--- src/hw/rtl/pcode_stack_machine_step_core_assert.svh ---
// Assertion macros shared by the p-code step core
`ifndef PCODE_STACK_MACHINE_STEP_CORE_ASSERT_SVH
`define PCODE_STACK_MACHINE_STEP_CORE_ASSERT_SVH

// Consequent must hold in the same cycle as the antecedent
`define PCODE_ASSERT_NOW(lbl, ante, cons) \
   lbl: assert property (@(posedge clock) disable iff (reset) (ante) |-> (cons)) \
      else $error("pcode step core: same-cycle check failed");

// Consequent must hold in the cycle after the antecedent
`define PCODE_ASSERT_NEXT(lbl, ante, cons) \
   lbl: assert property (@(posedge clock) disable iff (reset) (ante) |=> (cons)) \
      else $error("pcode step core: next-cycle check failed");

`endif

--- src/hw/rtl/pcode_pkg.sv ---
// Types, codes and helpers for the p-code step core
`timescale 1ns / 1ps
`default_nettype none
package pcode_pkg;
   localparam int unsigned DATA_W     = 32;
   localparam int unsigned ADDR_W     = 12;
   localparam int unsigned STACK_SIZE = 4096;
   localparam int unsigned PC_W       = 11;
   localparam int unsigned TOP_W      = 13;
   localparam int unsigned WRK_W      = 14;
   localparam int unsigned DIV_CNT_W  = 5;

   typedef logic [DATA_W-1:0]        word_type;
   typedef logic signed [WRK_W-1:0]  wrk_type;

   typedef struct packed {
      logic     start;
      word_type dividend;
      word_type divisor;
   } div_req_type;

   // opcodes
   localparam logic [2:0] FN_LIT = 3'd0;
   localparam logic [2:0] FN_OPR = 3'd1;
   localparam logic [2:0] FN_LOD = 3'd2;
   localparam logic [2:0] FN_STO = 3'd3;
   localparam logic [2:0] FN_CAL = 3'd4;
   localparam logic [2:0] FN_INT = 3'd5;
   localparam logic [2:0] FN_JMP = 3'd6;
   localparam logic [2:0] FN_JPC = 3'd7;

   // operator codes for OPR
   localparam logic [PC_W-1:0] OP_RET = 11'd0;
   localparam logic [PC_W-1:0] OP_NEG = 11'd1;
   localparam logic [PC_W-1:0] OP_ADD = 11'd2;
   localparam logic [PC_W-1:0] OP_SUB = 11'd3;
   localparam logic [PC_W-1:0] OP_MUL = 11'd4;
   localparam logic [PC_W-1:0] OP_DIV = 11'd5;
   localparam logic [PC_W-1:0] OP_ODD = 11'd6;
   localparam logic [PC_W-1:0] OP_EQL = 11'd8;
   localparam logic [PC_W-1:0] OP_NEQ = 11'd9;
   localparam logic [PC_W-1:0] OP_LSS = 11'd10;
   localparam logic [PC_W-1:0] OP_GEQ = 11'd11;
   localparam logic [PC_W-1:0] OP_GTR = 11'd12;
   localparam logic [PC_W-1:0] OP_LEQ = 11'd13;

   // fault codes
   localparam logic [1:0] FLT_NONE  = 2'd0;
   localparam logic [1:0] FLT_DIV   = 2'd1;
   localparam logic [1:0] FLT_RANGE = 2'd2;

   function automatic logic in_stack_wrk(input wrk_type v);
      return v[WRK_W-1:ADDR_W] == '0;
   endfunction

   function automatic logic in_stack_word(input word_type v);
      return v[DATA_W-1:ADDR_W] == '0;
   endfunction
endpackage
`default_nettype wire

--- src/hw/rtl/pcode_alu.sv ---
// Combinational OPR arithmetic, logic and compare unit (no division)
`timescale 1ns / 1ps
`default_nettype none
module pcode_alu (
   input  wire logic [pcode_pkg::PC_W-1:0] op,
   input  wire pcode_pkg::word_type        x,
   input  wire pcode_pkg::word_type        y,
   output pcode_pkg::word_type             result
);
   pcode_pkg::word_type one;
   assign one = pcode_pkg::word_type'(1);

   always_comb begin
      case (op)
         pcode_pkg::OP_NEG: result = '0 - y;
         pcode_pkg::OP_ODD: result = y & one;
         pcode_pkg::OP_ADD: result = x + y;
         pcode_pkg::OP_SUB: result = x - y;
         pcode_pkg::OP_MUL: result = x * y;
         pcode_pkg::OP_EQL: result = (x == y) ? one : '0;
         pcode_pkg::OP_NEQ: result = (x != y) ? one : '0;
         pcode_pkg::OP_LSS: result = ($signed(x) <  $signed(y)) ? one : '0;
         pcode_pkg::OP_GEQ: result = ($signed(x) >= $signed(y)) ? one : '0;
         pcode_pkg::OP_GTR: result = ($signed(x) >  $signed(y)) ? one : '0;
         pcode_pkg::OP_LEQ: result = ($signed(x) <= $signed(y)) ? one : '0;
         default:           result = '0;
      endcase
   end
endmodule
`default_nettype wire

--- config.mk ---
export PLATFORM = sky130hd
export DESIGN_NAME = pcode_alu
export DESIGN_NICKNAME = d
export VERILOG_FILES = /design/src/hw/rtl/pcode_stack_machine_step_core_assert.svh /design/src/hw/rtl/pcode_pkg.sv /design/src/hw/rtl/pcode_alu.sv
export SDC_FILE = /design/constraint.sdc
export NUM_CORES = 1
export LEC_CHECK = 0
export BUFFER_PORTS_ARGS = -buffer_cell sky130_fd_sc_hd__buf_2
export CORE_MARGIN = 2
export CORE_UTILIZATION = 60
export DETAILED_ROUTE_END_ITERATION = 8
export PLACE_DENSITY = 0.82
export SLEW_MARGIN = 20
export SYNTH_ARGS = -nofsm -noshare
export SYNTH_HDL_FRONTEND = slang
export SYNTH_SLANG_ARGS = --single-unit
--- constraint.sdc ---
create_clock -name vclk -period 11.3
set_input_delay 2.26 -clock vclk [all_inputs]
set_output_delay 2.26 -clock vclk [all_outputs]
set_load 0.1 [all_outputs]
==> impl_metrics.csv, run 1 <==
group,metric,value,unit
logic_synthesis,synth_cells,2360,
run,drv_cap,0,
logic_synthesis,synth.distinct_cells,63,
grt,grt_pass1_wl,109,mm
layout,design.seq.count,0,
routing,via_count,18100,
min_path,min_path_type,"in -> out",
layout,clock_buffers,0,
logic_synthesis,yosysWarnings,0,
floorplan,io_pins,107,
routing,viasPerCell,5.98,
worst_setup_path,arrival,9280,ps
sta,fin_ws,-242,ps
floorplan,coreArea,32500,µm²
layout,drive_above_1_share,17.9,%
logic_synthesis,avgSynthCellArea,8.34,µm²
routing,drtPass1Iterations,6,
layout,final_area,23300,µm²
layout,regArea,0,µm²
sta,drv_slew,0,
routing,drc,0,
grt,use_met1,55.5,%
logic_synthesis,syn_area,19700,µm²
worst_setup_path,end_kind,"output pin",
min_path,min_from,"op[1]",
min_path,min_path_cells,3,
min_path,holdPathEnd,"result[0]",
place,place_congestion,1.08,
status,violations,"setup timing",
sta,post-route-min-period,11540,ps
logic_synthesis,yosysSeqAreaShare,0,%
grt,grt_max_degree,51,
grt,busiest_layer,"met2",
grt,grt.met3_usage,10.9,%
place,place_area,22400,µm²
grt,grt_use_met2,65.4,%
layout,syn_to_final_growth,18.4,%
sta,finalSetupViolCount,9,
place,port_buffers,107,
worst_setup_path,worstPathRequired,9040,ps
layout,layout_common_cells,"inv_1, fa_1, and2_1",
routing,wirelength,70.3,mm
sta,tightest_slew,1070,ps
routing,drt_iter0_drc,1932,
place,hpwl,58.9,mm
floorplan,initial_utilization,60.6,%
sta,finalCritPeriodShare,102,%
grt,grt.overflow.total,0,
floorplan,die_x,185,µm
worst_setup_path,worstSetupPathType,"in -> out",
sta,slew_headroom,28.9,%
logic_synthesis,mappedNetlistNets,3032,
floorplan,fp-row-count,66,
grt,grt_use_total,42.5,%
floorplan,die_h,185,µm
routing,final_antenna_net_count,0,
layout,final_nets,3254,
layout,layout_commonest_cell,"inv_1",
grt,grt_pass1_vias,19300,
sta,hold_viol_final,0,
floorplan,design.die.area,34300,µm²
worst_setup_path,critPathLaunchType,"primary input",
sta,rsz0062_at_grt,"yes",
sta,fmax,86.6,MHz
clock_network,cts_hold_buf,0,
status,status,"finished with violations",
routing,routedWlPerCell,23.3,µm
grt,antenna_found_initial,5,
worst_setup_path,crit_fanout,13,
critical path, stage by stage:
cell	delay [ps]
buf_12	130
buf_6	120
and2_1	170
fa_1	540
inv_1	50
fa_1	500
fa_1	450
fa_1	550
inv_1	50
fa_1	520
fa_1	430
fa_1	470
fa_1	550
ha_4	210
and3_4	160
a221o_1	380
and2_4	160
a311o_1	340
buf_4	160
a21o_1	180
a21oi_2	170
xnor2_2	190
a22oi_1	140
o21ai_2	150
buf_12	210
cells in the mapped netlist, types with 3 or more instances:
master     instances  area, µm²
inv_1            444       1670
or2_2              7       43.8
o211ai_1           4       30.0
nor3_1            32        160
a21o_1            20        150
o21ai_0           67        335
a22oi_1           24        180
o21ai_1            3       15.0
o41ai_1            4       35.0
nor4_1            15       93.8
xnor2_1          116       1020
nand4_1           12       75.1
a32oi_1            3       26.3
xor2_1            26        228
mux2i_1            4       40.0
and3_1             9       56.3
o311ai_0           5       43.8
a221oi_1           6       52.6
fa_1             410       8210
buf_1              9       33.8
clkbuf_1         114        428
a2111oi_0          3       26.3
or3_1              4       25.0
a21oi_1           78        390
nand2b_1          12       75.1
nor2b_1            8       50.1
o221ai_1           3       26.3
o31a_1             3       26.3
nor2_1            87        327
or4_1              3       22.5
a211oi_1          15        113
a31oi_1            3       18.8
o31ai_1           14        105
and2_1           280       1750
o21a_1             6       45.0
nand2_1          260        976
o21bai_1          10       75.1
ha_1             187       2340
nand3_1           19       95.1
layout make-up:
type                            instances  area (µm²)
Fill cell                            2375        9150
Inverter                              445        1670
Antenna cell                            2        5.00
Tap cell                              442         553
Multi-Input combinational cell       1790       18100
Timing Repair Buffer                  345        2940
per-layer routing:
layer  share of wire [%]  wire length, µm  vias up
met2                  43            30600     1182
met3                  12             8700      298
met4                 7.0             4930        4
met5               0.038               27        -
met1                  37            26100     8867
li1                    -                -     7729
logic make-up (layout without fill, tap and decap cells):
kind of cell | after synthesis | in the layout | share of synthesized area, %
AO/OA/AOI/OAI | 292 | 292 | 9.60
buffers and inverters | 570 | 790 | 10.9
AND/OR/NAND/NOR | 754 | 754 | 19.3
XOR/XNOR | 142 | 142 | 6.32
multiplexers | 5 | 5 | 0.261
adder cells (fa/ha/maj) | 597 | 597 | 53.6
other | 0 | 2 | 0
worst max path at each step:
| stage | start | endpoint | slack [ps] |
|---|---|---|---|
| after detailed placement | y[2] | result[31] | -550 |
| after CTS | x[13] | result[28] | -260 |
| final | y[2] | result[24] | -240 |
| after global placement | y[2] | result[31] | -470 |
| after global routing | x[16] | result[28] | -380 |
| after floorplan | y[2] | result[30] | -20 |
timing repair:
| action | 4_1_cts | 5_1_grt |
|---|---|---|
| gates cloned | 0 | 1 |
| setup buffers | 14 | 4 |
| resized for setup | 119 | 53 |
| setup endpoints to repair | 12 | 16 |
| pin swaps | 78 | 37 |
through the flow:
| stage | setup WS, ps | cells | util (%) | hold WS [ps] | TNS (ps) |
|---|---|---|---|---|---|
| after floorplan | -23.2 | 2360 | - | 4990 | -33.5 |
| after global placement | -472 | 3005 | 69.1 | 5030 | -2440 |
| after global routing | -383 | 3023 | 71.8 | 5080 | -3070 |
| final | -242 | 3024 | 71.8 | 5060 | -1580 |
| after detailed placement | -552 | 3005 | 69.1 | 5050 | -3460 |
| after CTS | -258 | 3017 | 70.9 | 5050 | -1370 |
Power of run 1 is not shown: default switching activity piles up to over one toggle a cycle in this logic, so the estimate is an artifact.
==> run 2, diff against run 1 <==
==> constraint.sdc (replaced) <==
create_clock -name vclk -period 11.3
set_input_delay 1.13 -clock vclk [all_inputs]
set_output_delay 1.13 -clock vclk [all_outputs]
set_load 0.1 [all_outputs]
==> run 2 against run 1 <==
Net effect: the run now ends clean; die area stayed put; cell count fell by 7.2%; non-clock buffer count decreased by 218; worst hold slack got worse by 2300 ps; sequential share of layout area stayed put; sequential cell count is the same; via count down 5.3%; core utilization down 8.8 points; routed wire length fell by 5.6%; count of clock-buffer cells in the layout is the same; maximum frequency up 9.8%; critical path depth grew 4; critical path type unchanged.
==> impl_metrics.csv, run 2 (synthesis gave the netlist of run 1 again) <==
group,metric,value,unit
layout,design.seq.count,0,
place,place_congestion,1.10,
clock_network,cts_hold_buf,0,
worst_setup_path,max_stage_delay,540,ps
layout,final_area,20500,µm²
sta,finalSetupViolCount,0,
routing,drc,0,
status,status,"finished clean",
grt,grt_max_degree,51,
floorplan,io_pins,107,
layout,fillers,2771,
sta,fin_setup_tns,0,ps
floorplan,design.die.area,34300,µm²
routing,final_antenna_net_count,0,
worst_setup_path,critPathLaunchType,"primary input",
min_path,min_path_type,"in -> out",
layout,regArea,0,µm²
worst_setup_path,path_common_cell,"fa_1",
layout,multi_input_area,17500,µm²
clock_network,cts_setup_buffers,0,
grt,grt_pass1_vias,18200,
min_path,min_from,"op[1]",
layout,final_nets,3036,
routing,via_count,17100,
sta,post-route-min-period,10510,ps
floorplan,initial_utilization,60.6,%
place,hpwl,53.0,mm
worst_setup_path,path_buf_inv,8,
grt,antenna_found_initial,4,
layout,final_util,63.1,%
sta,drv_slew,0,
routing,viasPerCell,6.10,
routing,wirelength,66.4,mm
worst_setup_path,crit_fanout,27,
grt,grt_use_total,40.3,%
worst_setup_path,cpMaxStageDelayCell,"fa_1",
floorplan,die_x,185,µm
worst_setup_path,arrival,9380,ps
layout,clock_buffers,0,
layout,drive_above_1_share,5.97,%
layout,layout_common_cells,"inv_1, fa_1, and2_1",
sta,fin_ws,790,ps
clock_network,cts_resized,0,
routing,routedWlPerCell,23.6,µm
layout,syn_to_final_growth,3.99,%
sta,slew_headroom,37.3,%
min_path,min_path_cells,3,
routing,drtPass1Iterations,6,
sta,finalCritPeriodShare,93.0,%
floorplan,coreArea,32500,µm²
routing,drt_iter0_drc,1639,
worst_setup_path,worstPathRequired,10170,ps
place,dp_slack,971,ps
min_path,holdPathEnd,"result[0]",
place,port_buffers,107,
worst_setup_path,critPathTopFamily,"adder cells",
worst_setup_path,end_kind,"output pin",
floorplan,die_h,185,µm
grt,grt.overflow.total,0,
grt,grt_pass1_wl,104,mm
sta,rsz0062_at_grt,"no",
layout,layout_commonest_cell,"inv_1",
sta,hold_viol_final,0,
run,drv_cap,0,
place,place_area,20500,µm²
worst_setup_path,worstSetupPathType,"in -> out",
floorplan,fp-row-count,66,
sta,fmax,95.1,MHz
sta,tightest_slew,934,ps
run 2: cell count changes in the layout (fill, tap and decap cells not counted), sizes merged:
| cell | change |
|---|---|
| clkbuf | -2 |
| diode | +1 |
| buf | -216 |
run 2: area by class of cell:
| type | count | share of cell area [%] |
|---|---|---|
| Antenna cell | 3 | 0.0367 |
| Inverter | 445 | 8.16 |
| Multi-Input combinational cell | 1790 | 85.7 |
| Tap cell | 442 | 2.70 |
| Timing Repair Buffer | 127 | 3.35 |
run 2: how the worst max path moves through the flow:
stage,start,end,slack (ps),cells after the start
final,y[6],result[31],790,29
after detailed placement,y[6],result[31],970,29
after CTS,y[6],result[31],960,29
after global placement,y[6],result[31],910,29
after floorplan,y[5],result[31],810,26
after global routing,x[9],result[31],480,29
run 2: routing by layer:
layer	vias up	GRT usage [%]	share of wire (%)
li1	7284	-	-
met3	221	9.77	12
met2	1085	62.9	44
met1	8540	53.7	39
met4	0	17.5	5.2
met5	-	0	0
run 2: through the flow:
step                hold WS, ps  cells
floorplan                  2820   2360
global placement           2790   2804
detailed placement         2800   2804
CTS                        2800   2804
global route               2830   2806
finish                     2800   2807
run 2: worst min-delay path, cell delays in order:
cell and delay, ps:
buf_2 150, o31ai_1 90, buf_2 290
Power of run 2 is left out for the same reason.
==> run 3, diff against run 2 <==
--- a/config.mk
+++ b/config.mk
@@ -9,7 +9,8 @@
 export CORE_MARGIN = 2
 export CORE_UTILIZATION = 60
 export DETAILED_ROUTE_END_ITERATION = 8
-export PLACE_DENSITY = 0.82
+export PLACE_DENSITY = 0.79
+export REMOVE_ABC_BUFFERS = 1
 export SLEW_MARGIN = 20
 export SYNTH_ARGS = -nofsm -noshare
 export SYNTH_HDL_FRONTEND = slang
==> run 3 against run 2 <==
Net effect: non-clock buffer count up 7; final area grew 0.23%; count of clock-buffer cells in the layout did not move; highest routed layer unchanged.
==> impl_metrics.csv, run 3 (synthesis gave the netlist of run 1 again) <==
group,metric,value,unit
status,status,"finished clean",
sta,drv_slew,0,
floorplan,io_pins,107,
layout,clock_buffers,0,
grt,busiest_layer,"met2",
place,place_congestion,1.03,
grt,grt.met3_usage,6.76,%
floorplan,die_x,185,µm
layout,regArea,0,µm²
worst_setup_path,crit_path_end,"result[31]",
sta,rsz0062_at_grt,"no",
routing,drc,0,
routing,viasPerCell,6.06,
min_path,min_from,"op[1]",
grt,grt_pass1_wl,101,mm
worst_setup_path,arrival,9330,ps
worst_setup_path,worstPathRequired,10170,ps
sta,fin_setup_tns,0,ps
sta,finalCritPeriodShare,92.5,%
worst_setup_path,critPathLaunchType,"primary input",
run,drv_cap,0,
clock_network,cts_setup_buffers,0,
worst_setup_path,critPathLaunch,"y[6]",
clock_network,cts_hold_buf,0,
floorplan,design.die.area,34300,µm²
floorplan,initial_utilization,60.6,%
grt,grt_max_degree,51,
place,hpwl,51.5,mm
clock_network,cts_resized,0,
sta,slew_headroom,36.0,%
floorplan,fp-row-count,66,
routing,via_count,17000,
routing,drt_iter0_drc,1428,
place,port_buffers,107,
worst_setup_path,end_kind,"output pin",
grt,grt.overflow.total,0,
worst_setup_path,worstSetupPathType,"in -> out",
grt,use_met1,49.4,%
layout,syn_to_final_growth,4.23,%
sta,post-route-min-period,10460,ps
worst_setup_path,crit_fanout,27,
layout,final_util,63.2,%
routing,final_antenna_net_count,0,
routing,drtPass1Iterations,5,
layout,design.seq.count,0,
sta,finalSetupViolCount,0,
layout,final_nets,3043,
min_path,min_path_type,"in -> out",
routing,routedWlPerCell,23.1,µm
sta,fmax,95.6,MHz
sta,hold_viol_final,0,
routing,wirelength,64.8,mm
floorplan,die_h,185,µm
sta,tightest_slew,948,ps
grt,grt_pass1_vias,18400,
floorplan,coreArea,32500,µm²
layout,drive_above_1_share,6.25,%
grt,antenna_found_initial,2,
layout,layout_common_cells,"inv_1, fa_1, and2_1",
grt,grt_use_total,39.4,%
grt,grt_use_met2,64.7,%
layout,layout_commonest_cell,"inv_1",
[run 3: changes by cell type in the layout (fill, tap and decap cells not counted), sizes merged]
cell	before	now
diode	3	1
buf	127	134
[run 3: worst min-delay path by stage]
stage                     end  slack (ps)  cells past startpoint
finish              result[0]        2810                      3
global placement    result[0]        2790                      3
CTS                 result[0]        2810                      3
global route        result[0]        2830                      3
detailed placement  result[0]        2810                      3
floorplan           result[0]        2820                      1
[run 3: critical path: stages]
cell and delay (ps):
buf_2 570, and2_1 250, fa_1 440, fa_1 490
fa_1 520, inv_1 50, fa_1 470, inv_1 50
fa_1 490, inv_1 50, fa_1 520, inv_1 50
fa_1 500, fa_1 420, ha_1 330, and3_1 210
a221o_1 330, and2_1 190, nor4_1 550, nor3_1 120
a2111oi_0 420, buf_4 240, a21oi_1 90, xnor2_1 150
nand2_1 70, o311ai_0 90, buf_2 490
[run 3: through the flow]
stage | cells | hold WS [ps] | area, µm² | worst slack, ps
2_1_floorplan | 2235 | 2820 | 19200 | 1160
3_5_place_dp | 2811 | 2810 | 20500 | 1030
6_report | 2812 | 2810 | 20500 | 844
3_3_place_gp | 2811 | 2790 | 20500 | 1070
4_1_cts | 2811 | 2810 | 20500 | 1020
5_1_grt | 2811 | 2830 | 20500 | 502
[run 3: per-layer routing]
| layer | share of wire (%) | vias to the layer above |
|---|---|---|
| met5 | 0 | - |
| met4 | 7.0 | 0 |
| met3 | 10 | 261 |
| met2 | 46 | 1034 |
| met1 | 36 | 8464 |
| li1 | - | 7287 |
[run 3: layout make-up]
type | count | area, µm²
multi-input cells | 1790 | 17500
repair buffers | 134 | 738
fillers | 2743 | 11900
inverters | 445 | 1670
diodes | 1 | 2.50
well taps | 442 | 553
Power of run 3 is left out for the same reason.
