**config.mk**
```make
export PLATFORM = sky130hd
export DESIGN_NAME = pcode_div
export DESIGN_NICKNAME = d
export VERILOG_FILES = /design/src/hw/rtl/pcode_stack_machine_step_core_assert.svh /design/src/hw/rtl/pcode_pkg.sv /design/src/hw/rtl/pcode_div.sv
export SDC_FILE = /design/constraint.sdc
export NUM_CORES = 1
export LEC_CHECK = 0
export BUFFER_PORTS_ARGS = -buffer_cell sky130_fd_sc_hd__buf_4
export CELL_PAD_IN_SITES_DETAIL_PLACEMENT = 1
export CELL_PAD_IN_SITES_GLOBAL_PLACEMENT = 2
export CORE_UTILIZATION = 35
export DETAILED_ROUTE_END_ITERATION = 8
export GPL_ROUTABILITY_DRIVEN = 0
export PLACE_DENSITY = 0.82
export SETUP_SLACK_MARGIN = 0.4
export SLEW_MARGIN = 30
export SYNTH_ARGS = -nofsm -noshare
export SYNTH_HDL_FRONTEND = slang
export SYNTH_SLANG_ARGS = --single-unit
```
**constraint.sdc**
```tcl
create_clock -name clock -period 3.1 [get_ports clock]
set_input_delay 0.465 -clock clock [delete_from_list [all_inputs] [get_ports clock]]
set_output_delay 0.465 -clock clock [all_outputs]
set_load 0.01 [all_outputs]
```
**src/hw/rtl/pcode_stack_machine_step_core_assert.svh**
```systemverilog
// Assertion macros shared by the p-code step core
`ifndef PCODE_STACK_MACHINE_STEP_CORE_ASSERT_SVH
`define PCODE_STACK_MACHINE_STEP_CORE_ASSERT_SVH

// Consequent must hold in the same cycle as the antecedent
`define PCODE_ASSERT_NOW(lbl, ante, cons) \
   lbl: assert property (@(posedge clock) disable iff (reset) (ante) |-> (cons)) \
      else $error("pcode step core: same-cycle check failed");

// Consequent must hold in the cycle after the antecedent
`define PCODE_ASSERT_NEXT(lbl, ante, cons) \
   lbl: assert property (@(posedge clock) disable iff (reset) (ante) |=> (cons)) \
      else $error("pcode step core: next-cycle check failed");

`endif

```
**src/hw/rtl/pcode_pkg.sv**
```systemverilog
// Types, codes and helpers for the p-code step core
`timescale 1ns / 1ps
`default_nettype none
package pcode_pkg;
   localparam int unsigned DATA_W     = 32;
   localparam int unsigned ADDR_W     = 12;
   localparam int unsigned STACK_SIZE = 4096;
   localparam int unsigned PC_W       = 11;
   localparam int unsigned TOP_W      = 13;
   localparam int unsigned WRK_W      = 14;
   localparam int unsigned DIV_CNT_W  = 5;

   typedef logic [DATA_W-1:0]        word_type;
   typedef logic signed [WRK_W-1:0]  wrk_type;

   typedef struct packed {
      logic     start;
      word_type dividend;
      word_type divisor;
   } div_req_type;

   // opcodes
   localparam logic [2:0] FN_LIT = 3'd0;
   localparam logic [2:0] FN_OPR = 3'd1;
   localparam logic [2:0] FN_LOD = 3'd2;
   localparam logic [2:0] FN_STO = 3'd3;
   localparam logic [2:0] FN_CAL = 3'd4;
   localparam logic [2:0] FN_INT = 3'd5;
   localparam logic [2:0] FN_JMP = 3'd6;
   localparam logic [2:0] FN_JPC = 3'd7;

   // operator codes for OPR
   localparam logic [PC_W-1:0] OP_RET = 11'd0;
   localparam logic [PC_W-1:0] OP_NEG = 11'd1;
   localparam logic [PC_W-1:0] OP_ADD = 11'd2;
   localparam logic [PC_W-1:0] OP_SUB = 11'd3;
   localparam logic [PC_W-1:0] OP_MUL = 11'd4;
   localparam logic [PC_W-1:0] OP_DIV = 11'd5;
   localparam logic [PC_W-1:0] OP_ODD = 11'd6;
   localparam logic [PC_W-1:0] OP_EQL = 11'd8;
   localparam logic [PC_W-1:0] OP_NEQ = 11'd9;
   localparam logic [PC_W-1:0] OP_LSS = 11'd10;
   localparam logic [PC_W-1:0] OP_GEQ = 11'd11;
   localparam logic [PC_W-1:0] OP_GTR = 11'd12;
   localparam logic [PC_W-1:0] OP_LEQ = 11'd13;

   // fault codes
   localparam logic [1:0] FLT_NONE  = 2'd0;
   localparam logic [1:0] FLT_DIV   = 2'd1;
   localparam logic [1:0] FLT_RANGE = 2'd2;

   function automatic logic in_stack_wrk(input wrk_type v);
      return v[WRK_W-1:ADDR_W] == '0;
   endfunction

   function automatic logic in_stack_word(input word_type v);
      return v[DATA_W-1:ADDR_W] == '0;
   endfunction
endpackage
`default_nettype wire

```
**src/hw/rtl/pcode_div.sv**
```systemverilog
// Unsigned restoring divider, one quotient bit per cycle
`timescale 1ns / 1ps
`default_nettype none
module pcode_div (
   input  wire logic                   clock,
   input  wire logic                   reset,
   input  wire pcode_pkg::div_req_type div_req,
   output logic                        done,
   output pcode_pkg::word_type         quotient
);
   logic                              busy_ff, busy_in;
   logic                              done_ff, done_in;
   logic [pcode_pkg::DIV_CNT_W-1:0]   cnt_ff, cnt_in;
   pcode_pkg::word_type               rem_ff, rem_in;
   pcode_pkg::word_type               quo_ff, quo_in;
   pcode_pkg::word_type               dvs_ff, dvs_in;
   logic [pcode_pkg::DATA_W:0]        trial;

   assign trial = {rem_ff, quo_ff[pcode_pkg::DATA_W-1]} - {1'b0, dvs_ff};

   always_comb begin
      busy_in = busy_ff;
      done_in = 1'b0;
      cnt_in  = cnt_ff;
      rem_in  = rem_ff;
      quo_in  = quo_ff;
      dvs_in  = dvs_ff;
      if (div_req.start) begin
         busy_in = 1'b1;
         cnt_in  = '0;
         rem_in  = '0;
         quo_in  = div_req.dividend;
         dvs_in  = div_req.divisor;
      end else if (busy_ff) begin
         if (!trial[pcode_pkg::DATA_W]) begin
            rem_in = trial[pcode_pkg::DATA_W-1:0];
            quo_in = {quo_ff[pcode_pkg::DATA_W-2:0], 1'b1};
         end else begin
            rem_in = {rem_ff[pcode_pkg::DATA_W-2:0], quo_ff[pcode_pkg::DATA_W-1]};
            quo_in = {quo_ff[pcode_pkg::DATA_W-2:0], 1'b0};
         end
         cnt_in = cnt_ff + 1'b1;
         if (cnt_ff == '1) begin
            busy_in = 1'b0;
            done_in = 1'b1;
         end
      end
   end

   always_ff @(posedge clock) begin
      if (reset) begin
         busy_ff <= 1'b0;
         done_ff <= 1'b0;
         cnt_ff  <= '0;
      end else begin
         busy_ff <= busy_in;
         done_ff <= done_in;
         cnt_ff  <= cnt_in;
      end
      rem_ff <= rem_in;
      quo_ff <= quo_in;
      dvs_ff <= dvs_in;
   end

   assign done     = done_ff;
   assign quotient = quo_ff;
endmodule
`default_nettype wire

```
==> summary.txt, run 1 <==
status: finished, final reports clean
FMAX: 358.3 MHz
synth unique cells: 63
Async SR Flop Fraction: 0%
DRT antenna net count: 0
first-pass GRT wire length: 27.46 mm
H-Tree Depth: 3
RSZ-0062 raised after global routing: yes
GR Overflow Total: 0
area delta synth->final: 30.05%
via count: 4972
CP required: 3.37 ns
CTS tree: done
Hold Buf Count CTS: 0
VDD IR max: 0.2673 mV
Synth Cell Area: 5926 sq um
width of the die: 132.1 microns
Worst Setup End Kind: flop
Crit-path slowest cell: or3_4
sinks on the clock net: 103
Die ar.: 17450 sq um
filler instances: 1851
Crit path arrival time: 3.06 ns
drt total wl: 16.74 mm
DR pass1 iterations: 4
crit-path cells: ha_4 > nand4_1 > or3_4 > or3_4 > o211ai_4 > xor2_4 > buf_6 > buf_12 > nand2_2 > a311oi_2
met1 Use GR: 23.20%
Crit Path Max Fanout: 4
diode count: 0
Root Driver: clkbuf_16
hold_ws: 0.2724 ns
clk slew on worst S/H paths: 0.08 ns
final hold vios: 0
number of DRC markers in iteration 0: 277
Avg Inst Size Synth: 10.04 sq um
die extent in y: 132.1 microns
worst-case clock buffer depth: 2
Worst-Skew Late Latency: 0.36 ns
largest net degree at the start of global routing: 41
final setup skew: 0.01434 ns
max-slew violations: 0
post-DP HPWL: 11.91 mm
# Max-Cap Violations: 0
Core Region: 16580 sq um
Post-Syn Instances: 590
Seq cells post-synth: 103
net count after synthesis: 692
setup TNS: 0 ns
worst hold-check path type: in2reg
CP peak stage delay: 0.39 ns
post-route minimum period: 2.791 ns
top_reg_cell synth: edfxtp_1
Tcrit/Tclk final: 90.04%
Most Frequent Cell on Critical Path: or3_4
met3 Use GR: 6.267%
Initial Utilization: 35.73%
grt peak-use layer: met2
layout net count: 809
vias in the first global route: 5458
vias per inst: 5.335
Slew @ Worst Pin: 0.5922 ns
Top Ports: 100
CP Class: reg2reg
drt drc: 0
Final setup viols: 0
Leakage: 3.203 nW
initial antenna violation count: 0
GR Util All Layers: 19.97%
Row Count: 47
Wirelength per Cell: 17.96 microns
register area share after synthesis: 45.61%
GR Util met2: 35.45%
layout cells sized above 1: 33.29%
Post-synth EDFFs: 64
Startpoint Class: flop
cts bufs inserted: 9
max_slew headroom: 60.48%
Synthesis Warnings: 0
PortBufs: 99
Power Density: 460.5 nW/um^2
cell usage after synthesis (3+ instances only):
library cell,count,area [sq um]
a211oi_1,6,45.04
nor3b_1,6,45.04
xnor2_1,12,105.1
edfxtp_1,64,1922
dfxtp_1,39,780.8
xor2_1,18,157.7
and3_1,3,18.77
nor2b_1,3,18.77
ha_1,34,425.4
a21o_1,16,120.1
nand2_1,64,240.2
a311oi_1,16,140.1
o21bai_1,5,37.54
nand2b_1,4,25.02
o31ai_1,6,45.04
nor3_1,10,50.05
o21a_1,4,30.03
or2_2,4,25.02
a21oi_1,34,170.2
a32oi_1,5,43.79
o21ai_0,29,145.1
a31oi_1,3,18.77
nor2_1,34,127.6
clkbuf_1,14,52.55
nand3_1,22,110.1
mux2_2,31,349.1
buf_1,6,22.52
inv_1,43,161.4
nand4_1,9,56.30
buf_2,5,25.02
routing by layer:
| layer | part of all wire [%] | up-vias |
|---|---|---|
| met3 | 6.4 | 13 |
| li1 | - | 2403 |
| met1 | 43 | 2433 |
| met2 | 50 | 123 |
| met4 | 1.1 | 0 |
| met5 | 0 | - |
registers in the layout, indices dropped and copies added (netlist names):
register / flops
dvs_ff: 32
quotient: 32
rem_ff: 32
cnt_ff: 5
busy_ff: 1
done: 1
through the flow:
step	cells	util (%)	total power (W)	cell area, sq um	setup WS, ns
4_1_cts	929	45.42	0.003562	7532	0.3297
3_3_place_gp	905	42.31	0.002370	7017	0.2161
6_report	932	46.47	0.003548	7706	0.3088
5_1_grt	932	46.47	0.003730	7706	0.1987
3_5_place_dp	905	42.31	0.002393	7017	0.1393
2_1_floorplan	590	-	0.002096	5956	0.4009
critical path, delay by kind of cell, from the launching register on:
| family | cells | cell delay, ns |
|---|---|---|
| AND/OR/NAND/NOR | 4 | 0.92 |
| AO/OA/AOI/OAI | 2 | 0.56 |
| flip-flops | 1 | 0.37 |
| adder cells (fa/ha/maj) | 1 | 0.30 |
| buffers and inverters | 2 | 0.28 |
| XOR/XNOR | 1 | 0.26 |
kinds of logic (layout without fill, tap and decap cells):
family | count (synthesis) | in the layout | synth area share (%)
AOI/OAI and AO/OA | 147 | 147 | 17.12
and+or+nand+nor | 170 | 170 | 13.56
DFF | 103 | 103 | 45.61
buffers and inverters | 70 | 192 | 4.793
muxes | 33 | 33 | 6.229
adders and majority gates | 35 | 35 | 7.517
xor gates and xnor gates | 32 | 32 | 5.173
placed cells by master (no fill, tap or decap), types with 4 or more instances in the layout:
cell         n
edfxtp_1    64
xor2_1      18
o31ai_1      6
o21a_1       4
dfxtp_1     37
nand4_1      9
a311oi_1     9
inv_1       42
a32oi_1      4
o21bai_1     5
nand3_1     21
a311oi_2     8
o21ai_0     25
buf_6        4
or2_2        4
mux2_2      31
nor2_1      33
nor3_1       9
ha_1        23
nand2_2      7
nand2_1     56
a21oi_1     31
a21o_1      16
inv_6        4
ha_2         4
xnor2_1     12
clkbuf_16   10
buf_4      124
nor3b_1      6
ha_4         7
timing repair:
item / in CTS / in global routing
endpoints found under the setup margin: 32 / 33
setup buffers: 7 / 2
gates cloned: 1 / 1
pin swaps: 17 / 9
gates resized for setup: 33 / 29
power by group:
group / switching, W / internal, W
Combinational: 0.000423 / 0.000368
Clock: 0.000567 / 0.000558
Sequential: 0.0000607 / 0.00157
Total: 0.00105 / 0.00250
area by class of cell:
type / count / area [sq um] / share of cell area (%)
Multi-Input combinational cell: 417 / 3211 / 41.66
Inverter: 43 / 161.4 / 2.094
Clock buffer: 10 / 229.0 / 2.971
Clock inverter: 6 / 48.80 / 0.6332
Timing Repair Buffer: 133 / 1076 / 13.96
Sequential cell: 103 / 2705 / 35.10
Tap cell: 220 / 275.3 / 3.572
path summary, 6_finish.rpt:
kind,startpoint,to,slack (ns),cells after the start
max,rem_ff[27],rem_ff[13],0.31,10
min,div_req[28],dvs_ff[28],0.27,1
max reg2reg,rem_ff[27],rem_ff[13],0.31,10
min reg2reg,rem_ff[14],rem_ff[15],0.50,2
No activity file was read; power rests on OpenSTA's default activity.
==> run 2, diff against run 1 <==
- ABC_AREA: unset -> 1
- CORE_UTILIZATION: 35 -> 32
- PLACE_DENSITY: 0.82 -> 0.84
==> run 2 against run 1 <==
Net effect: critical path depth up 5; clock-buffer cell count is 1 lower; via count rose by 28%; synthesized area grew 16%; sequential power down 2%; critical path type unchanged.
==> summary.txt, run 2 <==
status: finished, final reports clean
WHS Endpoint: dvs_ff[23]
Root Driver: clkbuf_16
Synthesis Warnings: 0 (unchanged)
max-slew violations: 0 (unchanged)
first-pass GRT wire length: 32.91 mm (+20%)
most frequent cell after synthesis: nand2_1
Crit Path Max Fanout: 5 (+1)
Async SR Flop Fraction: 0% (unchanged)
sinks on the clock net: 103 (unchanged)
register area share after synthesis: 39.29% (-6.3 points)
Final setup viols: 0 (unchanged)
Startpoint Class: flop
Post-synth top cells: nand2_1 (476), inv_1 (209), edfxtp_1 (64)
post-route non-filler standard cell count: 1417 (+52%)
# Max-Cap Violations: 0 (unchanged)
cell area after layout: 8378 sq um (+8.7%)
Leakage: 4.538 nW (+42%)
met1 Use GR: 25.54% (+2.3 points)
Combinational Power Share: 14.4% (-7.9 points)
DR pass1 iterations: 4 (unchanged)
worst-case clock buffer depth: 2 (unchanged)
Wirelength per Cell: 15.05 microns (-16%)
GR Overflow Total: 0 (unchanged)
top_reg_cell synth: edfxtp_1
synth unique cells: 32 (-49%)
Post-Syn Instances: 1036 (+76%)
CP required: 3.20 ns (-0.17 ns)
register area: 2703 sq um (about the same)
area delta synth->final: 21.79%
Area after DPL: 7893 sq um (+12%)
RSZ-0062 raised after global routing: no
HP Start: div_req[23]
via count: 6347 (+28%)
layout cells sized above 1: 13.05% (-20 points)
Initial Utilization: 32.72% (-3.0 points)
Avg Inst Size Synth: 6.640 sq um (-34%)
diode count: 0 (unchanged)
largest net degree at the start of global routing: 37 (-9.8%)
overall power: 0.003327 W (-6.2%)
Worst-Skew Late Latency: 0.37 ns (about the same)
Top Ports: 100 (unchanged)
final setup skew: 0.01277 ns (-0.001572 ns)
layout net count: 1239 (+53%)
Hold Buf Count CTS: 0 (unchanged)
clk slew on worst S/H paths: 0.09 ns (about the same)
drt drc: 0 (unchanged)
Post-CTS Setup Bufs: 0 (-7)
Power Density: 397.1 nW/um^2 (-14%)
Clk network pwr share: 37.8% (+6.1 points)
GR Util met2: 31.64% (-3.8 points)
commonest non-fill, non-tap cells in the layout: nand2_1 (474), inv_1 (208), buf_4 (103)
Multi-input gate area: 3442 sq um (+7.2%)
post-DP HPWL: 15.26 mm (+28%)
net count after synthesis: 1138 (+64%)
switching share of power: 28.02% (-1.6 points)
number of DRC markers in iteration 0: 267 (-3.6%)
grt peak-use layer: met2
worst r2r src: quotient[31]
Worst Setup End Kind: flop
GR Util All Layers: 19.27% (-0.69 points)
P_int: 0.002395 W (-4.2%)
largest cells by area after synthesis: edfxtp_1 (28%), nand2_1 (26%), inv_1 (11%), dfxtp_1 (11%), ha_1 (6.2%)
die extent in y: 148.6 microns (+12%)
area leader, netlist: edfxtp_1
worst hold-check path type: in2reg
Synth Cell Area: 6879 sq um (+16%)
vias per inst: 4.479 (-16%)
CTS tree: done
DRT antenna net count: 0 (unchanged)
PortBufs: 99 (unchanged)
FMAX: 398.1 MHz (+11%)
R2R depth: 15 (+5)
Row Count: 53 (+13%)
Tcrit/Tclk final: 81.03% (-9.0 points)
initial antenna violation count: 0 (unchanged)
most common cell after layout, fill and taps aside: nand2_1
post-route minimum period: 2.512 ns (-0.2792 ns)
Core Region: 21020 sq um (+27%)
Psw: 0.0009321 W (-11%)
Crit path arrival time: 2.61 ns (-0.45 ns)
Die ar.: 22090 sq um (+27%)
Reg2Reg Setup Slack: 0.59 ns (+0.28 ns)
max_slew headroom: 62.88% (+2.4 points)
H-Tree Depth: 3 (unchanged)
drt total wl: 21.32 mm (+27%)
cts bufs inserted: 9 (unchanged)
Seq cells post-synth: 103 (unchanged)
share of the synthesized area in the top cell type: 27.94% (-4.5 points)
filler instances: 2722 (+47%)
Crit Reg-Reg Endpoint: quotient[0]
Post-synth EDFFs: 64 (unchanged)
hold depth: 1 (unchanged)
width of the die: 148.6 microns (+12%)
CP Class: reg2reg
setup TNS: 0 ns (unchanged)
met3 Use GR: 4.325% (-1.9 points)
Slew @ Worst Pin: 0.5561 ns (-0.03618 ns)
Cells after DPL: 1395 (+54%)
Seq pwr share: 47.8% (+1.8 points)
final hold vios: 0 (unchanged)
vias in the first global route: 6519 (+19%)
VDD IR max: 0.2306 mV (-14%)
run 2: cell types whose count changed after synthesis, sizes merged, moves of 22 or more:
cell / before / now
nand2: 64 / 483
inv: 43 / 213
nand3: 22 / 57
mux2: 31 / 0
o21ai: 30 / 8
run 2: worst max-delay path: stages, from the launching register on:
cell and delay [ns]:
edfxtp_1 0.35, inv_1 0.06, ha_1 0.22, fa_1 0.40
inv_1 0.08, nand2_1 0.07, nand2_1 0.10, nand3_1 0.09
nand2_2 0.12, nand2_1 0.08, nand2_2 0.10, nand2_4 0.09
nand2_4 0.12, nand2_8 0.13, nand2_8 0.14, o21ai_0 0.09
run 2: cell families after synthesis:
family / count (synthesis) / synth area share [%]
XOR/XNOR: 14 / 1.783
adder cells (fa/ha/maj): 35 / 6.475
AND/OR/NAND/NOR: 620 / 36.78
AO/OA/AOI/OAI: 32 / 2.474
flip-flops: 103 / 39.29
buffers and inverters: 232 / 13.20
run 2: through the flow:
stage          util [%]  setup WS, ns  hold slack [ns]
3_5_place_dp      37.55        0.3400           0.4642
4_1_cts           39.09        0.4127           0.2554
2_1_floorplan         -        0.7609           0.4434
5_1_grt           39.85        0.3982           0.2486
6_report          39.85        0.5880           0.2635
3_3_place_gp      37.55        0.4782           0.4574
run 2: worst max-delay path by stage:
stage | startpoint | cells after the start | to | slack (ns)
CTS | quotient[31] | 17 | rem_ff[17] | 0.41
finish | quotient[31] | 15 | quotient[0] | 0.59
global route | quotient[31] | 17 | rem_ff[22] | 0.40
detailed placement | quotient[31] | 15 | quotient[0] | 0.34
floorplan | quotient[31] | 16 | quotient[0] | 0.76
global placement | quotient[31] | 15 | quotient[0] | 0.48
run 2: area by class of cell:
class,instances,share of cell area [%]
clock buffers,9,2.688
clock inverters,7,1.090
inverters,213,9.543
multi-input cells,707,41.08
flip-flops and latches,103,32.26
well taps,275,4.107
repair buffers,103,9.229
run 2: layer usage:
layer | share of wire (%) | vias up
met4 | 1.0 | 0
met2 | 46 | 92
met1 | 48 | 2901
met3 | 4.8 | 14
met5 | 0 | -
li1 | - | 3340
run 2: power by group through the flow:
stage | clock network [W] | registers [W] | logic, W
after global routing | 0.00134 | 0.00160 | 0.000540
after CTS | 0.00130 | 0.00159 | 0.000488
after global placement | 0 | 0.00162 | 0.000482
after detailed placement | 0 | 0.00162 | 0.000487
after floorplan | 0 | 0.00163 | 0.000239
final | 0.00126 | 0.00159 | 0.000480
run 2: timing repair:
| item | CTS | global route |
|---|---|---|
| gates cloned | 0 | 6 |
| setup endpoints to repair | 12 | 33 |
| gates resized for setup | 1 | 13 |
| pin swaps | 0 | 4 |
==> run 3, diff against run 2 <==
- ABC_AREA: 1 -> 0
- PLACE_DENSITY: 0.84 -> 0.79
- clock period: 3.1 -> 2.2 ns (I/O delays scaled with it)
==> run 3 against run 2 <==
Net effect: the flow now finishes with violations (DRC, setup timing); global-route usage up 1.5 points; power is 64% higher; setup slack got worse by 1.2 ns; combinational power rose to 3.0 times the previous value; flip-flop and latch count is the same; maximum frequency decreased by 11%; largest cell class unchanged.
==> summary.txt, run 3 (synthesis gave the netlist of run 1 again) <==
status: finished with violations
failing checks: DRC, setup timing
met3 Use GR: 4.919% (+0.59 points)
layout cells sized above 1: 46.25% (+33 points)
GR Overflow Total: 0 (unchanged)
area delta synth->final: 51.20%
GR Util met2: 37.38% (+5.7 points)
width of the die: 138.1 microns (-7.1%)
Psw: 0.001696 W (+82%)
Row Count: 49 (-7.5%)
FMAX: 354.8 MHz (-11%)
GR Util All Layers: 20.80% (+1.5 points)
final setup skew: 0.009237 ns (-0.003531 ns)
grt peak-use layer: met2
switching share of power: 31.05% (+3.0 points)
Root Driver: clkbuf_16
# Max-Cap Violations: 0 (unchanged)
Core Region: 18090 sq um (-14%)
cts bufs inserted: 9 (unchanged)
Startpoint Class: flop
worst hold-check path type: in2reg
diode count: 0 (unchanged)
DRT antenna net count: 0 (unchanged)
number of DRC markers in iteration 0: 317 (+19%)
Multi-input gate area: 3378 sq um (-1.9%)
post-route minimum period: 2.819 ns (+0.3069 ns)
worst-case clock buffer depth: 2 (unchanged)
first-pass GRT wire length: 31.67 mm (-3.8%)
clk slew on worst S/H paths: 0.08 ns (about the same)
Initial Utilization: 32.76% (+0.040 points)
H-Tree Depth: 3 (unchanged)
Seq pwr share: 41.9% (-5.9 points)
Final setup viols: 33 (+33)
vias in the first global route: 6009 (-7.8%)
pre-CTS setup slack: -0.7245 ns (-1.064 ns)
Tcrit/Tclk final: 128.1% (+47 points)
Clk network pwr share: 31.8% (-6.0 points)
Leakage: 3.951 nW (-13%)
setup TNS: -17.51 ns (-17.51 ns)
filler instances: 1998 (-27%)
max-slew violations: 0 (unchanged)
drt total wl: 19.57 mm (-8.2%)
vias per inst: 5.103 (+14%)
Hold Buf Count CTS: 0 (unchanged)
via count: 5450 (-14%)
Worst Setup End Kind: flop
commonest non-fill, non-tap cells in the layout: buf_4 (240), edfxtp_1 (64), nand2_1 (52)
fin worst setup slack: -0.6189 ns (-1.207 ns)
PortBufs: 99 (unchanged)
layout net count: 936 (-24%)
register area: 2703 sq um (unchanged)
CTS tree: done
final hold vios: 0 (unchanged)
Wirelength per Cell: 18.32 microns (+22%)
Crit path arrival time: 3.05 ns (+0.44 ns)
sinks on the clock net: 103 (unchanged)
most common cell after layout, fill and taps aside: buf_4
met1 Use GR: 25.41% (-0.13 points)
Top Ports: 100 (unchanged)
drt drc: 8 (+8)
max_slew headroom: 63.35% (+0.47 points)
Crit Path Max Fanout: 7 (+2)
P_int: 0.003766 W (+57%)
initial antenna violation count: 0 (unchanged)
Combinational Power Share: 26.3% (+12 points)
post-DP HPWL: 14.14 mm (-7.3%)
CP required: 2.43 ns (-0.77 ns)
Die ar.: 19070 sq um (-14%)
DR pass1 iterations: 7 (+3)
CP Class: reg2reg
Power Density: 609.6 nW/um^2 (+54%)
Worst-Skew Late Latency: 0.37 ns (about the same)
RSZ-0062 raised after global routing: yes
Slew @ Worst Pin: 0.5485 ns (-0.007567 ns)
largest net degree at the start of global routing: 46 (+24%)
VDD IR max: 0.3956 mV (+72%)
die extent in y: 138.1 microns (-7.1%)
==> run 3: cell types whose count changed in the layout (fill, tap and decap cells not counted), moves of 14 or more <==
cell | previous run | this run
mux2_2 | 0 | 31
nand2_1 | 474 | 52
xor2_1 | 2 | 17
inv_1 | 208 | 38
buf_4 | 103 | 240
a21o_1 | 1 | 16
nand3_1 | 55 | 20
o21ai_0 | 4 | 18
==> run 3: worst paths after layout <==
check | from | endpoint | slack [ns] | cells after the start
setup / recovery | dvs_ff[31] | rem_ff[23] | -0.62 | 11
hold / removal | div_req[3] | dvs_ff[3] | 0.13 | 1
setup reg to reg | dvs_ff[31] | rem_ff[23] | -0.62 | 11
hold reg to reg | cnt_ff[4] | cnt_ff[4] | 0.54 | 2
==> run 3: per-stage QoR <==
stage / area [sq um] / util [%] / power (W) / cells / hold WS [ns]
after global placement: 8102 / 44.79 / 0.003596 / 1035 / 0.5078
after global routing: 8960 / 49.54 / 0.005721 / 1068 / 0.1198
after detailed placement: 8102 / 44.79 / 0.003649 / 1035 / 0.5093
after CTS: 8730 / 48.27 / 0.005453 / 1064 / 0.1195
final: 8960 / 49.54 / 0.005462 / 1068 / 0.1312
after floorplan: 6091 / - / 0.002982 / 590 / 0.4024
==> run 3: power groups by stage <==
stage / logic [W] / registers, W / clock network, W
2_1_floorplan: 0.000634 / 0.00235 / 0
3_3_place_gp: 0.00127 / 0.00232 / 0
3_5_place_dp: 0.00132 / 0.00233 / 0
4_1_cts: 0.00137 / 0.00229 / 0.00179
5_1_grt: 0.00156 / 0.00231 / 0.00185
6_report: 0.00144 / 0.00229 / 0.00174
==> run 3: metal layers <==
layer	share of wire, %	wire [microns]
met3	4.4	854
met2	51	10010
met1	44	8545
met4	0.80	157
met5	0	0
==> run 3: cell type report <==
type / count / share of cell area, %
Multi-Input combinational cell: 417 / 37.70
Sequential cell: 103 / 30.16
Timing Repair Buffer: 260 / 23.50
Tap cell: 229 / 3.198
Clock buffer: 9 / 2.514
Inverter: 43 / 1.843
Clock inverter: 7 / 1.075
==> run 3: repair_timing <==
action | 4_1_cts | 5_1_grt
buffers inserted | 11 | 2
gates resized for setup | 41 | 43
pin swaps | 15 | 17
setup endpoints to repair | 33 | 33
gates cloned | 2 | 2
==> run 3: worst max-delay path, cell delays in order (launching register included) <==
cell,delay (ns)
edfxtp_1,0.35
inv_2,0.05
ha_4,0.25
nand4_1,0.14
or3_4,0.38
or3_4,0.38
o211ai_4,0.20
buf_4,0.17
xnor2_4,0.11
bufbuf_16,0.32
a32oi_1,0.20
o31ai_1,0.12
